===== src/hdl/mbet_pkg.sv =====
// Package for the escape-time pixel core: widths, reset values, codes,
// the microcode word and its program, and saturation helpers. No dependencies.
package mbet_pkg;

    localparam int FRAC_BITS  = 28;
    localparam int COORD_BITS = 12;

    // Register and field widths
    localparam int LEFT_W  = 32;
    localparam int STEP_W  = 31;
    localparam int ITER_W  = 16;
    localparam int LIM_W   = 35;
    localparam int CFG_W   = 35;
    localparam int CFG_IDX_W = 3;
    localparam int COL_W   = 12;
    localparam int GRAY_W  = 8;
    localparam int S_TDATA_W = 24;
    localparam int M_TDATA_W = 32;

    // Datapath widths
    localparam int C_W    = FRAC_BITS + 4;
    localparam int Z_W    = FRAC_BITS + 8;
    localparam int SQ_W   = Z_W - 1;
    localparam int HALF_W = (Z_W + 1) / 2;
    localparam int A_W    = (Z_W > STEP_W) ? Z_W : STEP_W;
    localparam int PROD_W = A_W + HALF_W;
    localparam int ACC_W  = A_W + 2 * HALF_W;
    localparam int M_W    = ACC_W - FRAC_BITS;
    localparam int RI_W   = M_W + 1;
    localparam int WIDE_W = PROD_W + 2;
    localparam int DIV_W  = ITER_W + GRAY_W;
    localparam int K_W    = $clog2(GRAY_W);
    localparam int PC_W   = 5;

    // Reset values of the configuration registers
    localparam logic signed [LEFT_W-1:0] LEFT_RE_RST = -LEFT_W'(32'sd1073741824);
    localparam logic signed [LEFT_W-1:0] TOP_IM_RST  = -LEFT_W'(32'sd805306368);
    localparam logic [STEP_W-1:0] STEP_RST = STEP_W'(4473924);
    localparam logic [ITER_W-1:0] ITER_RST = ITER_W'(200);
    localparam logic [LIM_W-1:0]  LIM_RST  = LIM_W'(64'd1073741824);

    localparam logic [GRAY_W-1:0] GRAY_FULL   = GRAY_W'(255);
    localparam logic [GRAY_W-1:0] GRAY_INSIDE = GRAY_W'(200);

    localparam logic [M_W:0] SQ_MAX = (M_W + 1)'((64'd1 << SQ_W) - 64'd1);

    localparam logic signed [WIDE_W-1:0] ZW_HI = WIDE_W'((64'sd1 <<< (Z_W - 1)) - 64'sd1);
    localparam logic signed [WIDE_W-1:0] ZW_LO = -ZW_HI - WIDE_W'(1);
    localparam logic signed [WIDE_W-1:0] CW_HI = WIDE_W'((64'sd1 <<< (C_W - 1)) - 64'sd1);
    localparam logic signed [WIDE_W-1:0] CW_LO = -CW_HI - WIDE_W'(1);

    typedef enum logic [CFG_IDX_W-1:0] {
        CFG_LEFT_RE = 3'd0,
        CFG_TOP_IM  = 3'd1,
        CFG_STEP    = 3'd2,
        CFG_MAX_ITER = 3'd3,
        CFG_ESC_LIM = 3'd4
    } t_cfg_idx;

    typedef enum logic [1:0] {MA_STEP, MA_ZR, MA_ZI} t_mula;
    typedef enum logic [1:0] {MB_COL, MB_ROW, MB_ZR, MB_ZI} t_mulb;
    typedef enum logic [1:0] {ACC_HOLD, ACC_LOAD, ACC_ADDHI} t_acc;
    typedef enum logic [3:0] {
        OP_NONE, OP_INIT, OP_CRE, OP_CIM, OP_RR, OP_II,
        OP_RI_ZR, OP_ZI_N, OP_DIV_INIT, OP_DIV_STEP
    } t_op;
    typedef enum logic [2:0] {CD_NEXT, CD_ALWAYS, CD_ITER_DONE, CD_ESC, CD_K_NZ} t_cond;

    typedef struct packed {
        logic            in_rdy;
        logic            out_wr;
        logic            out_esc;
        t_mula           mul_a;
        t_mulb           mul_b;
        logic            mul_hi;
        t_acc            acc;
        t_op             op;
        t_cond           cond;
        logic [PC_W-1:0] target;
    } t_uword;

    typedef struct packed {
        logic iter_done;
        logic esc;
        logic k_nz;
        logic out_free;
    } t_status;

    // Program addresses
    localparam logic [PC_W-1:0] ST_IDLE     = PC_W'(0);
    localparam logic [PC_W-1:0] ST_ITER     = PC_W'(4);
    localparam logic [PC_W-1:0] ST_FIN_NE   = PC_W'(13);
    localparam logic [PC_W-1:0] ST_DIV_INIT = PC_W'(14);
    localparam logic [PC_W-1:0] ST_DIV_STEP = PC_W'(15);
    localparam logic [PC_W-1:0] ST_FIN_ESC  = PC_W'(16);

    // Microcode ROM. Products run as two 18-bit passes, overlapped with
    // the accumulation of the previous pass.
    function automatic t_uword ucode(input logic [PC_W-1:0] pc);
        t_uword w;
        w = '0;
        unique case (pc)
            ST_IDLE: begin
                w.in_rdy = 1'b1;
            end
            PC_W'(1): begin
                w.mul_a = MA_STEP; w.mul_b = MB_COL; w.op = OP_INIT;
            end
            PC_W'(2): begin
                w.mul_a = MA_STEP; w.mul_b = MB_ROW; w.op = OP_CRE;
            end
            PC_W'(3): begin
                w.op = OP_CIM;
            end
            ST_ITER: begin
                w.mul_a = MA_ZR; w.mul_b = MB_ZR;
                w.cond = CD_ITER_DONE; w.target = ST_FIN_NE;
            end
            PC_W'(5): begin
                w.mul_a = MA_ZR; w.mul_b = MB_ZR; w.mul_hi = 1'b1; w.acc = ACC_LOAD;
            end
            PC_W'(6): begin
                w.mul_a = MA_ZI; w.mul_b = MB_ZI; w.acc = ACC_ADDHI;
            end
            PC_W'(7): begin
                w.mul_a = MA_ZI; w.mul_b = MB_ZI; w.mul_hi = 1'b1; w.acc = ACC_LOAD;
                w.op = OP_RR;
            end
            PC_W'(8): begin
                w.mul_a = MA_ZR; w.mul_b = MB_ZI; w.acc = ACC_ADDHI;
            end
            PC_W'(9): begin
                w.mul_a = MA_ZR; w.mul_b = MB_ZI; w.mul_hi = 1'b1; w.acc = ACC_LOAD;
                w.op = OP_II;
            end
            PC_W'(10): begin
                w.acc = ACC_ADDHI; w.cond = CD_ESC; w.target = ST_DIV_INIT;
            end
            PC_W'(11): begin
                w.op = OP_RI_ZR;
            end
            PC_W'(12): begin
                w.op = OP_ZI_N; w.cond = CD_ALWAYS; w.target = ST_ITER;
            end
            ST_FIN_NE: begin
                w.out_wr = 1'b1; w.cond = CD_ALWAYS; w.target = ST_IDLE;
            end
            ST_DIV_INIT: begin
                w.op = OP_DIV_INIT;
            end
            ST_DIV_STEP: begin
                w.op = OP_DIV_STEP; w.cond = CD_K_NZ; w.target = ST_DIV_STEP;
            end
            ST_FIN_ESC: begin
                w.out_wr = 1'b1; w.out_esc = 1'b1; w.cond = CD_ALWAYS; w.target = ST_IDLE;
            end
            default: begin
                w.cond = CD_ALWAYS; w.target = ST_IDLE;
            end
        endcase
        return w;
    endfunction

    function automatic logic signed [Z_W-1:0] sat_z(input logic signed [WIDE_W-1:0] v);
        logic signed [WIDE_W-1:0] r;
        r = v;
        if (v > ZW_HI) r = ZW_HI;
        else if (v < ZW_LO) r = ZW_LO;
        return r[Z_W-1:0];
    endfunction

    function automatic logic signed [C_W-1:0] sat_c(input logic signed [WIDE_W-1:0] v);
        logic signed [WIDE_W-1:0] r;
        r = v;
        if (v > CW_HI) r = CW_HI;
        else if (v < CW_LO) r = CW_LO;
        return r[C_W-1:0];
    endfunction

    function automatic logic [Z_W-1:0] zmag(input logic signed [Z_W-1:0] v);
        return v[Z_W-1] ? Z_W'(-v) : Z_W'(v);
    endfunction

endpackage


===== src/hdl/mbet_seq.sv =====
// Microcode sequencer: step counter, program ROM from mbet_pkg and jump logic.
// Depends on mbet_pkg.
module mbet_seq (
    input  logic             i_clk,
    input  logic             i_rst_n,
    input  logic             i_in_valid,
    input  mbet_pkg::t_status i_status,
    output mbet_pkg::t_uword o_uw,
    output logic             o_step_en
);
    import mbet_pkg::*;

    logic [PC_W-1:0] r_pc, n_pc;
    t_uword          uw;
    logic            stall;
    logic            take;

    assign uw        = ucode(r_pc);
    assign o_uw      = uw;
    assign o_step_en = !stall;

    always_comb begin
        // hold on an input step with no beat, or an output step with a full register
        stall = (uw.in_rdy && !i_in_valid) || (uw.out_wr && !i_status.out_free);
        unique case (uw.cond)
            CD_NEXT:      take = 1'b0;
            CD_ALWAYS:    take = 1'b1;
            CD_ITER_DONE: take = i_status.iter_done;
            CD_ESC:       take = i_status.esc;
            CD_K_NZ:      take = i_status.k_nz;
            default:      take = 1'b0;
        endcase
        n_pc = r_pc;
        if (!stall) begin
            n_pc = take ? uw.target : r_pc + 1'b1;
        end
    end

    always_ff @(posedge i_clk) begin
        if (!i_rst_n) begin
            r_pc <= ST_IDLE;
        end else begin
            r_pc <= n_pc;
        end
    end

endmodule


===== src/hdl/mbet_dp.sv =====
// Datapath: configuration registers, shared 36x18 multiplier with accumulator,
// z update, restoring divider for the gray level and the output register.
// Depends on mbet_pkg; driven by mbet_seq.
module mbet_dp (
    input  logic                             i_clk,
    input  logic                             i_rst_n,
    input  mbet_pkg::t_uword                 i_uw,
    input  logic                             i_en,
    input  logic                             i_cfg_we,
    input  logic [mbet_pkg::CFG_IDX_W-1:0]   i_cfg_index,
    input  logic [mbet_pkg::CFG_W-1:0]       i_cfg_data,
    input  logic [mbet_pkg::COL_W-1:0]       i_column,
    input  logic [mbet_pkg::COL_W-1:0]       i_row,
    input  logic                             i_out_ready,
    output logic                             o_out_valid,
    output logic                             o_escaped,
    output logic [mbet_pkg::ITER_W-1:0]      o_iterations,
    output logic [mbet_pkg::GRAY_W-1:0]      o_gray_level,
    output mbet_pkg::t_status                o_status
);
    import mbet_pkg::*;

    // configuration
    logic signed [LEFT_W-1:0] r_left_re, r_top_im;
    logic [STEP_W-1:0]        r_step;
    logic [ITER_W-1:0]        r_max_iter;
    logic [LIM_W-1:0]         r_lim;

    // working registers
    logic [COORD_BITS-1:0]    r_col, r_row;
    logic signed [C_W-1:0]    r_cr, r_ci;
    logic signed [Z_W-1:0]    r_zr, r_zi;
    logic [PROD_W-1:0]        r_prod;
    logic [ACC_W-1:0]         r_acc;
    logic [M_W-1:0]           r_rr, r_ii;
    logic signed [RI_W-1:0]   r_ri;
    logic [ITER_W-1:0]        r_n;
    logic [DIV_W-1:0]         r_rem;
    logic [GRAY_W-1:0]        r_q;
    logic [K_W-1:0]           r_k;

    logic                     r_out_valid;
    logic                     r_out_esc;
    logic [ITER_W-1:0]        r_out_iter;
    logic [GRAY_W-1:0]        r_out_gray;

    logic [A_W-1:0]           a_mag;
    logic [2*HALF_W-1:0]      b_ext;
    logic [HALF_W-1:0]        b_half;
    logic [PROD_W-1:0]        mul_out;
    logic [M_W-1:0]           m_val;
    logic [M_W:0]             mag_sum;
    logic [M_W:0]             mag_sat;
    logic signed [RI_W-1:0]   ri_val;
    logic signed [WIDE_W-1:0] cre_sum, cim_sum, zr_sum, zi_sum;
    logic [DIV_W-1:0]         d_sh;
    logic                     rem_ge;
    logic                     out_free;

    always_comb begin
        unique case (i_uw.mul_a)
            MA_STEP: a_mag = A_W'(r_step);
            MA_ZR:   a_mag = A_W'(zmag(r_zr));
            MA_ZI:   a_mag = A_W'(zmag(r_zi));
            default: a_mag = '0;
        endcase
        unique case (i_uw.mul_b)
            MB_COL:  b_ext = (2*HALF_W)'(r_col);
            MB_ROW:  b_ext = (2*HALF_W)'(r_row);
            MB_ZR:   b_ext = (2*HALF_W)'(zmag(r_zr));
            MB_ZI:   b_ext = (2*HALF_W)'(zmag(r_zi));
            default: b_ext = '0;
        endcase
        b_half = i_uw.mul_hi ? b_ext[2*HALF_W-1:HALF_W] : b_ext[HALF_W-1:0];
    end

    assign mul_out = PROD_W'(a_mag) * PROD_W'(b_half);
    assign m_val   = r_acc[ACC_W-1:FRAC_BITS];

    // |z|^2 saturates at the Q8 maximum before the compare
    assign mag_sum = {1'b0, r_rr} + {1'b0, r_ii};
    assign mag_sat = (mag_sum > SQ_MAX) ? SQ_MAX : mag_sum;

    assign ri_val = (r_zr[Z_W-1] ^ r_zi[Z_W-1]) ? -$signed(RI_W'(m_val))
                                                 : $signed(RI_W'(m_val));

    assign cre_sum = WIDE_W'(r_left_re) + $signed(WIDE_W'(r_prod));
    assign cim_sum = WIDE_W'(r_top_im) + $signed(WIDE_W'(r_prod));
    assign zr_sum  = $signed(WIDE_W'(r_rr)) - $signed(WIDE_W'(r_ii)) + WIDE_W'(r_cr);
    assign zi_sum  = (WIDE_W'(r_ri) <<< 1) + WIDE_W'(r_ci);

    assign d_sh   = DIV_W'(r_max_iter) << r_k;
    assign rem_ge = r_rem >= d_sh;

    assign out_free = !r_out_valid || i_out_ready;

    assign o_status.iter_done = r_n >= r_max_iter;
    assign o_status.esc       = mag_sat > (M_W + 1)'(r_lim);
    assign o_status.k_nz      = r_k != '0;
    assign o_status.out_free  = out_free;

    always_ff @(posedge i_clk) begin
        if (!i_rst_n) begin
            r_left_re  <= LEFT_RE_RST;
            r_top_im   <= TOP_IM_RST;
            r_step     <= STEP_RST;
            r_max_iter <= ITER_RST;
            r_lim      <= LIM_RST;
        end else if (i_cfg_we) begin
            unique case (i_cfg_index)
                CFG_LEFT_RE:  r_left_re  <= i_cfg_data[LEFT_W-1:0];
                CFG_TOP_IM:   r_top_im   <= i_cfg_data[LEFT_W-1:0];
                CFG_STEP:     r_step     <= i_cfg_data[STEP_W-1:0];
                CFG_MAX_ITER: r_max_iter <= i_cfg_data[ITER_W-1:0];
                CFG_ESC_LIM:  r_lim      <= i_cfg_data[LIM_W-1:0];
                default: ;
            endcase
        end
    end

    always_ff @(posedge i_clk) begin
        if (i_en) begin
            r_prod <= mul_out;
            if (i_uw.in_rdy) begin
                r_col <= i_column[COORD_BITS-1:0];
                r_row <= i_row[COORD_BITS-1:0];
            end
            unique case (i_uw.acc)
                ACC_HOLD:  ;
                ACC_LOAD:  r_acc <= ACC_W'(r_prod);
                ACC_ADDHI: r_acc <= r_acc + (ACC_W'(r_prod) << HALF_W);
                default:   ;
            endcase
            unique case (i_uw.op)
                OP_NONE: ;
                OP_INIT: begin
                    r_zr <= '0;
                    r_zi <= '0;
                    r_n  <= '0;
                end
                OP_CRE:   r_cr <= sat_c(cre_sum);
                OP_CIM:   r_ci <= sat_c(cim_sum);
                OP_RR:    r_rr <= m_val;
                OP_II:    r_ii <= m_val;
                OP_RI_ZR: begin
                    r_ri <= ri_val;
                    r_zr <= sat_z(zr_sum);
                end
                OP_ZI_N: begin
                    r_zi <= sat_z(zi_sum);
                    r_n  <= r_n + 1'b1;
                end
                OP_DIV_INIT: begin
                    // n*255 as (n << 8) - n
                    r_rem <= (DIV_W'(r_n) << GRAY_W) - DIV_W'(r_n);
                    r_q   <= '0;
                    r_k   <= K_W'(GRAY_W - 1);
                end
                OP_DIV_STEP: begin
                    if (rem_ge) begin
                        r_rem    <= r_rem - d_sh;
                        r_q[r_k] <= 1'b1;
                    end
                    r_k <= r_k - 1'b1;
                end
                default: ;
            endcase
        end
    end

    always_ff @(posedge i_clk) begin
        if (!i_rst_n) begin
            r_out_valid <= 1'b0;
        end else if (i_en && i_uw.out_wr) begin
            r_out_valid <= 1'b1;
        end else if (i_out_ready) begin
            r_out_valid <= 1'b0;
        end
    end

    always_ff @(posedge i_clk) begin
        if (i_en && i_uw.out_wr) begin
            r_out_esc  <= i_uw.out_esc;
            r_out_iter <= r_n;
            r_out_gray <= i_uw.out_esc ? r_q : GRAY_INSIDE;
        end
    end

    assign o_out_valid  = r_out_valid;
    assign o_escaped    = r_out_esc;
    assign o_iterations = r_out_iter;
    assign o_gray_level = r_out_gray;

endmodule


===== src/hdl/mandelbrot_escape_time_pixel_core.sv =====
// Top level of the escape-time pixel core: stream ports, configuration port.
// Depends on mbet_pkg, mbet_seq and mbet_dp.
//
// Usage: write the five view registers over the cfg port while idle, then
// send one beat per pixel on the slave stream (column, row). Each beat gives
// one result beat on the master stream: escaped flag, iteration count and
// gray level. A microcoded sequencer drives one 36x18 multiplier; every
// product of z takes two passes, three products per iteration. A point
// that escapes also runs the 8-step gray-level divider before its result
// is written. The next input beat can be taken in the cycle after the
// result is loaded; a result waiting in the output register does not block
// the next pixel. If the sink stalls, the core holds its result and waits
// before writing the next one.
// Reset (synchronous, active low) returns the sequencer to idle, drops
// o_m_tvalid and restores the default view: -4.0 - 3.0i, 200 iterations.
module mandelbrot_escape_time_pixel_core (
    input  logic                                i_clk,
    input  logic                                i_rst_n,
    input  logic                                i_s_tvalid,
    output logic                                o_s_tready,
    input  logic [mbet_pkg::S_TDATA_W-1:0]      i_s_tdata,   // column[11:0], row[23:12]
    output logic                                o_m_tvalid,
    input  logic                                i_m_tready,
    output logic [mbet_pkg::M_TDATA_W-1:0]      o_m_tdata,   // escaped[0], iterations[16:1], gray_level[24:17], zero pad
    input  logic                                i_cfg_we,
    input  logic [mbet_pkg::CFG_IDX_W-1:0]      i_cfg_index,
    input  logic [mbet_pkg::CFG_W-1:0]          i_cfg_data
);
    import mbet_pkg::*;

    t_uword            uw;
    t_status           status;
    logic              step_en;
    logic              out_esc;
    logic [ITER_W-1:0] out_iter;
    logic [GRAY_W-1:0] out_gray;

    mbet_seq u_seq (
        .i_clk      (i_clk),
        .i_rst_n    (i_rst_n),
        .i_in_valid (i_s_tvalid),
        .i_status   (status),
        .o_uw       (uw),
        .o_step_en  (step_en)
    );

    mbet_dp u_dp (
        .i_clk        (i_clk),
        .i_rst_n      (i_rst_n),
        .i_uw         (uw),
        .i_en         (step_en),
        .i_cfg_we     (i_cfg_we),
        .i_cfg_index  (i_cfg_index),
        .i_cfg_data   (i_cfg_data),
        .i_column     (i_s_tdata[COL_W-1:0]),
        .i_row        (i_s_tdata[2*COL_W-1:COL_W]),
        .i_out_ready  (i_m_tready),
        .o_out_valid  (o_m_tvalid),
        .o_escaped    (out_esc),
        .o_iterations (out_iter),
        .o_gray_level (out_gray),
        .o_status     (status)
    );

    assign o_s_tready = uw.in_rdy;
    assign o_m_tdata  = {(M_TDATA_W - 1 - ITER_W - GRAY_W)'(0), out_gray, out_iter, out_esc};

endmodule


===== config.mk =====
export PLATFORM = sky130hd
export DESIGN_NAME = mandelbrot_escape_time_pixel_core
export DESIGN_NICKNAME = d
export VERILOG_FILES = /design/src/hdl/mbet_pkg.sv /design/src/hdl/mbet_seq.sv /design/src/hdl/mbet_dp.sv /design/src/hdl/mandelbrot_escape_time_pixel_core.sv
export SDC_FILE = /design/constraint.sdc
export NUM_CORES = 2
export LEC_CHECK = 0
export BUFFER_PORTS_ARGS = -buffer_cell sky130_fd_sc_hd__buf_2
export CAP_MARGIN = 20
export CORE_UTILIZATION = 35
export CTS_CLUSTER_DIAMETER = 80
export CTS_CLUSTER_SIZE = 12
export DETAILED_ROUTE_END_ITERATION = 7
export SETUP_SLACK_MARGIN = 0.1
export SKIP_LAST_GASP = 1
export SLEW_MARGIN = 40
export SYNTH_ARGS = -nofsm -noshare
export SYNTH_HDL_FRONTEND = slang
export SYNTH_SLANG_ARGS = --single-unit
export TNS_END_PERCENT = 20

===== constraint.sdc =====
create_clock -name i_clk -period 9.63 [get_ports i_clk]
set_input_delay 0.963 -clock i_clk [delete_from_list [all_inputs] [get_ports i_clk]]
set_output_delay 0.963 -clock i_clk [all_outputs]
set_load 0.05 [all_outputs]

==> summary.txt <==
Run status
  • Status: finished, violations left
  • Failing checks: setup timing

Yosys
  • Simple-gate share of the synthesized area: 0.1625
  • Yosys warns: 0
  • Compound-cell area share of the yosys netlist: 0.1815
  • Synth Flop Type: edfxtp_1
  • Synth top area cells: edfxtp_1 (21%), fa_1 (16%), ha_1 (10%)
  • #FFs+latches synth: 629
  • Post-synth EDFFs: 477
  • Syn Inst Count: 7996
  • Synth Area in Adders: 0.2613
  • Netlist cell types: 110
  • Syn Area/Cell: 8.666 sq um
  • Synth Area in XOR/XNOR: 0.06244
  • Largest family of logic cells by synthesized area: adder cells
  • Mux cell area share after synthesis: 0.01089
  • Share of Yosys cell area claimed by the top area cell type: 0.2067
  • Async S/R FF share, synth: 0
  • Sequential-to-total area share from yosys stat: 0.2506
  • Synth area leader: edfxtp_1
  • Synthesized cell area: 69290 sq um

Floorplanning
  • Die Ht: 446.9 um
  • Die ar.: 199800 sq um
  • Die span in x: 446.9 um
  • Ports: 101
  • # rows: 162
  • Core region area: 195800 sq um
  • Starting Density: 0.3539

Timing
  • Worst slew pin tran: 893.9 ps
  • Max Slew Vio Count: 0
  • Final Worst Setup Slack: -28.39 ps
  • # setup viols final: 1
  • RSZ-0062 raised after global routing: yes
  • Clk_skew: 44.79 ps
  • Setup TNS Final: -28.39 ps
  • Tmin final: 9658 ps
  • Final hold violation count: 0
  • Slew HR: 0.4021
  • Fraction of the cycle the final worst path needs: 1.003
  • Max Fclk: 103.5 MHz

Clock network
  • Root buffer cell: clkbuf_16
  • TritonCTS clock tree: yes
  • Max H-tree Level: 3
  • TritonCTS buffer count: 68
  • CTS Buffer Depth: 3
  • TritonCTS Sinks: 629
  • Reg clk slew, reported paths: 70 ps
  • Worst skew pair latency: 700 ps

Detailed routing
  • DRC errors left: 0
  • Initial DRC count: 5679
  • Final ANT Viol Nets: 0
  • Via count: 60730
  • Vias/cell: 5.545
  • DRT Pass-1 Iters: 8
  • Avg WL per Cell: 22.57 um
  • Total wire length: 247.2 mm

Global route
  • Total gr overflow: 0
  • First-pass GRT wire length: 367.7 mm
  • Total Routing Usage GR: 0.2441
  • Vias in the first global route: 58990
  • Largest net degree at the start of global routing: 82
  • Initial antenna violation count: 12

Cells and area
  • Most frequent cells in the layout: nand2_1 (955), inv_1 (899), nor2_1 (671)
  • Most common cell after layout, fill and taps aside: nand2_1
  • Layout overhead on the synthesized area: 13.38%
  • Layout cells sized above 1: 0.1136
  • Fin util: 0.4012
  • FILL cells: 19470
  • Nets@finish: 9446

Placement
  • Placement Setup Slack: -578.0 ps
  • PortBufs: 93
  • RD Place Congestion: 1.019
  • Hpwl dp: 200.7 mm

Setup path
  • R2R Setup Slk: -30 ps
  • Crit. End Element: register
  • Worst reg2reg startpoint: u_dp.r_zi[7]$_SDFFCE_PP0P_
  • CP Max Fanout: 3
  • CP max stage cell: fa_1
  • R2r endpoint: u_dp.r_prod[52]$_DFFE_PP_
  • Worst Setup SP: u_dp.r_zi[7]$_SDFFCE_PP0P_
  • WS Path Type: reg2reg
  • Worst path most repeated cell: fa_1
  • Worst Setup EP: u_dp.r_prod[52]$_DFFE_PP_
  • R2r worst-path depth: 36
  • Worst Path Required: 10090 ps
  • CP Launch Type: register
  • CP max stage delay: 560 ps
  • Crit path DAT: 10120 ps

Hold path
  • Worst Hold Class: reg2reg

Flow run
  • Maxcap violations: 0
[per-stage QoR]
stage	area, sq um	instances	hold WS [ps]
6_report	78560	10950	453.7
5_1_grt	78540	10940	450.6
4_1_cts	78170	10920	424.3
3_5_place_dp	75360	10770	446.3
3_3_place_gp	75160	10770	443.7
2_1_floorplan	69330	8002	435.7
[per-layer routing]
layer  routed length (um)  track usage  share of wire  up-vias
met3                18650      0.03880          0.075      474
met1               102000       0.3177           0.41    29890
li1                     -            -              -    28020
met2               113500       0.3929           0.46     2350
met5                   90     0.002686        0.00036        -
met4                12910       0.1189          0.052        4
[cells by family (layout without fill, tap and decap cells)]
kind of cell / after synthesis / after routing
AO/OA/AOI/OAI: 1945 / 1945
adder cells (fa/ha/maj): 1116 / 1116
XOR/XNOR: 494 / 494
other: 1 / 17
buffers and inverters: 1278 / 1594
AND/OR/NAND/NOR: 2469 / 2469
multiplexers: 64 / 64
flip-flops: 629 / 629
[worst max-delay path, delay by kind of cell, from the launching register on]
kind / cells / cell delay (ps)
compound gates: 10 / 1840
xor+xnor: 2 / 340
fa+ha+maj: 7 / 3250
buf+inv: 7 / 770
flops: 1 / 380
simple gates: 10 / 2820
[cell usage after synthesis (59+ instances only)]
| library cell | instances |
|---|---|
| nor3_1 | 105 |
| a21oi_1 | 669 |
| edfxtp_1 | 477 |
| nand3_1 | 118 |
| o21bai_1 | 65 |
| o31ai_1 | 59 |
| fa_1 | 552 |
| or3_1 | 64 |
| nand2_1 | 961 |
| inv_1 | 911 |
| a21o_1 | 211 |
| ha_1 | 564 |
| xor2_1 | 212 |
| dfxtp_1 | 152 |
| nand4_1 | 77 |
| and2_1 | 66 |
| o21a_1 | 70 |
| o22ai_1 | 78 |
| clkbuf_1 | 316 |
| xnor2_1 | 282 |
| nor2_1 | 693 |
| nor2b_1 | 72 |
| o21ai_0 | 333 |
| nand2b_1 | 92 |
[final cells by class]
class / count / area (sq um) / share of cell area
Tap cell: 2624 / 3283 / 0.04179
Inverter: 915 / 3438 / 0.04377
Sequential cell: 629 / 17370 / 0.2211
Multi-Input combinational cell: 6095 / 47960 / 0.6105
Antenna cell: 10 / 25.02 / 0.0003185
Timing Repair Buffer: 554 / 4348 / 0.05535
Clock inverter: 18 / 240.2 / 0.003058
Clock buffer: 107 / 1901 / 0.02419
[what timing repair did]
action,in CTS,in global routing
pin swaps,108,75
cloned,1,0
endpoints found under the setup margin,20,18
hold endpoints to repair,0,0
gates resized for setup,94,52
hold buffers,0,0
buffers inserted,25,18
[worst min-delay path by stage]
stage | from | end | depth (start not counted)
floorplan | u_dp.r_step[0]$_SDFFE_PN0P_ | u_dp.r_step[0]$_SDFFE_PN0P_ | 2
global placement | u_dp.r_lim[4]$_SDFFE_PN0P_ | u_dp.r_lim[4]$_SDFFE_PN0P_ | 2
detailed placement | u_dp.r_step[4]$_SDFFE_PN0P_ | u_dp.r_step[4]$_SDFFE_PN0P_ | 2
CTS | i_s_tdata[3] | u_dp.r_col[3]$_DFFE_PP_ | 1
global route | i_s_tdata[8] | u_dp.r_col[8]$_DFFE_PP_ | 1
finish | u_dp.r_step[4]$_SDFFE_PN0P_ | u_dp.r_step[4]$_SDFFE_PN0P_ | 2
[sequential cells by signal, summed over array words and instances (netlist names), 31 cells and up]
register / cells
u_dp.r_step: 31
u_dp.r_acc: 54
u_dp.r_ci: 32
u_dp.r_ri: 45
u_dp.r_prod: 54
u_dp.r_zi: 36
u_dp.r_top_im: 32
u_dp.r_ii: 44
u_dp.r_cr: 32
u_dp.r_rr: 44
u_dp.r_zr: 36
u_dp.r_lim: 35
u_dp.r_left_re: 32
Power is not shown: default switching activity piles up to over one toggle a cycle in this logic, so the estimate is an artifact.
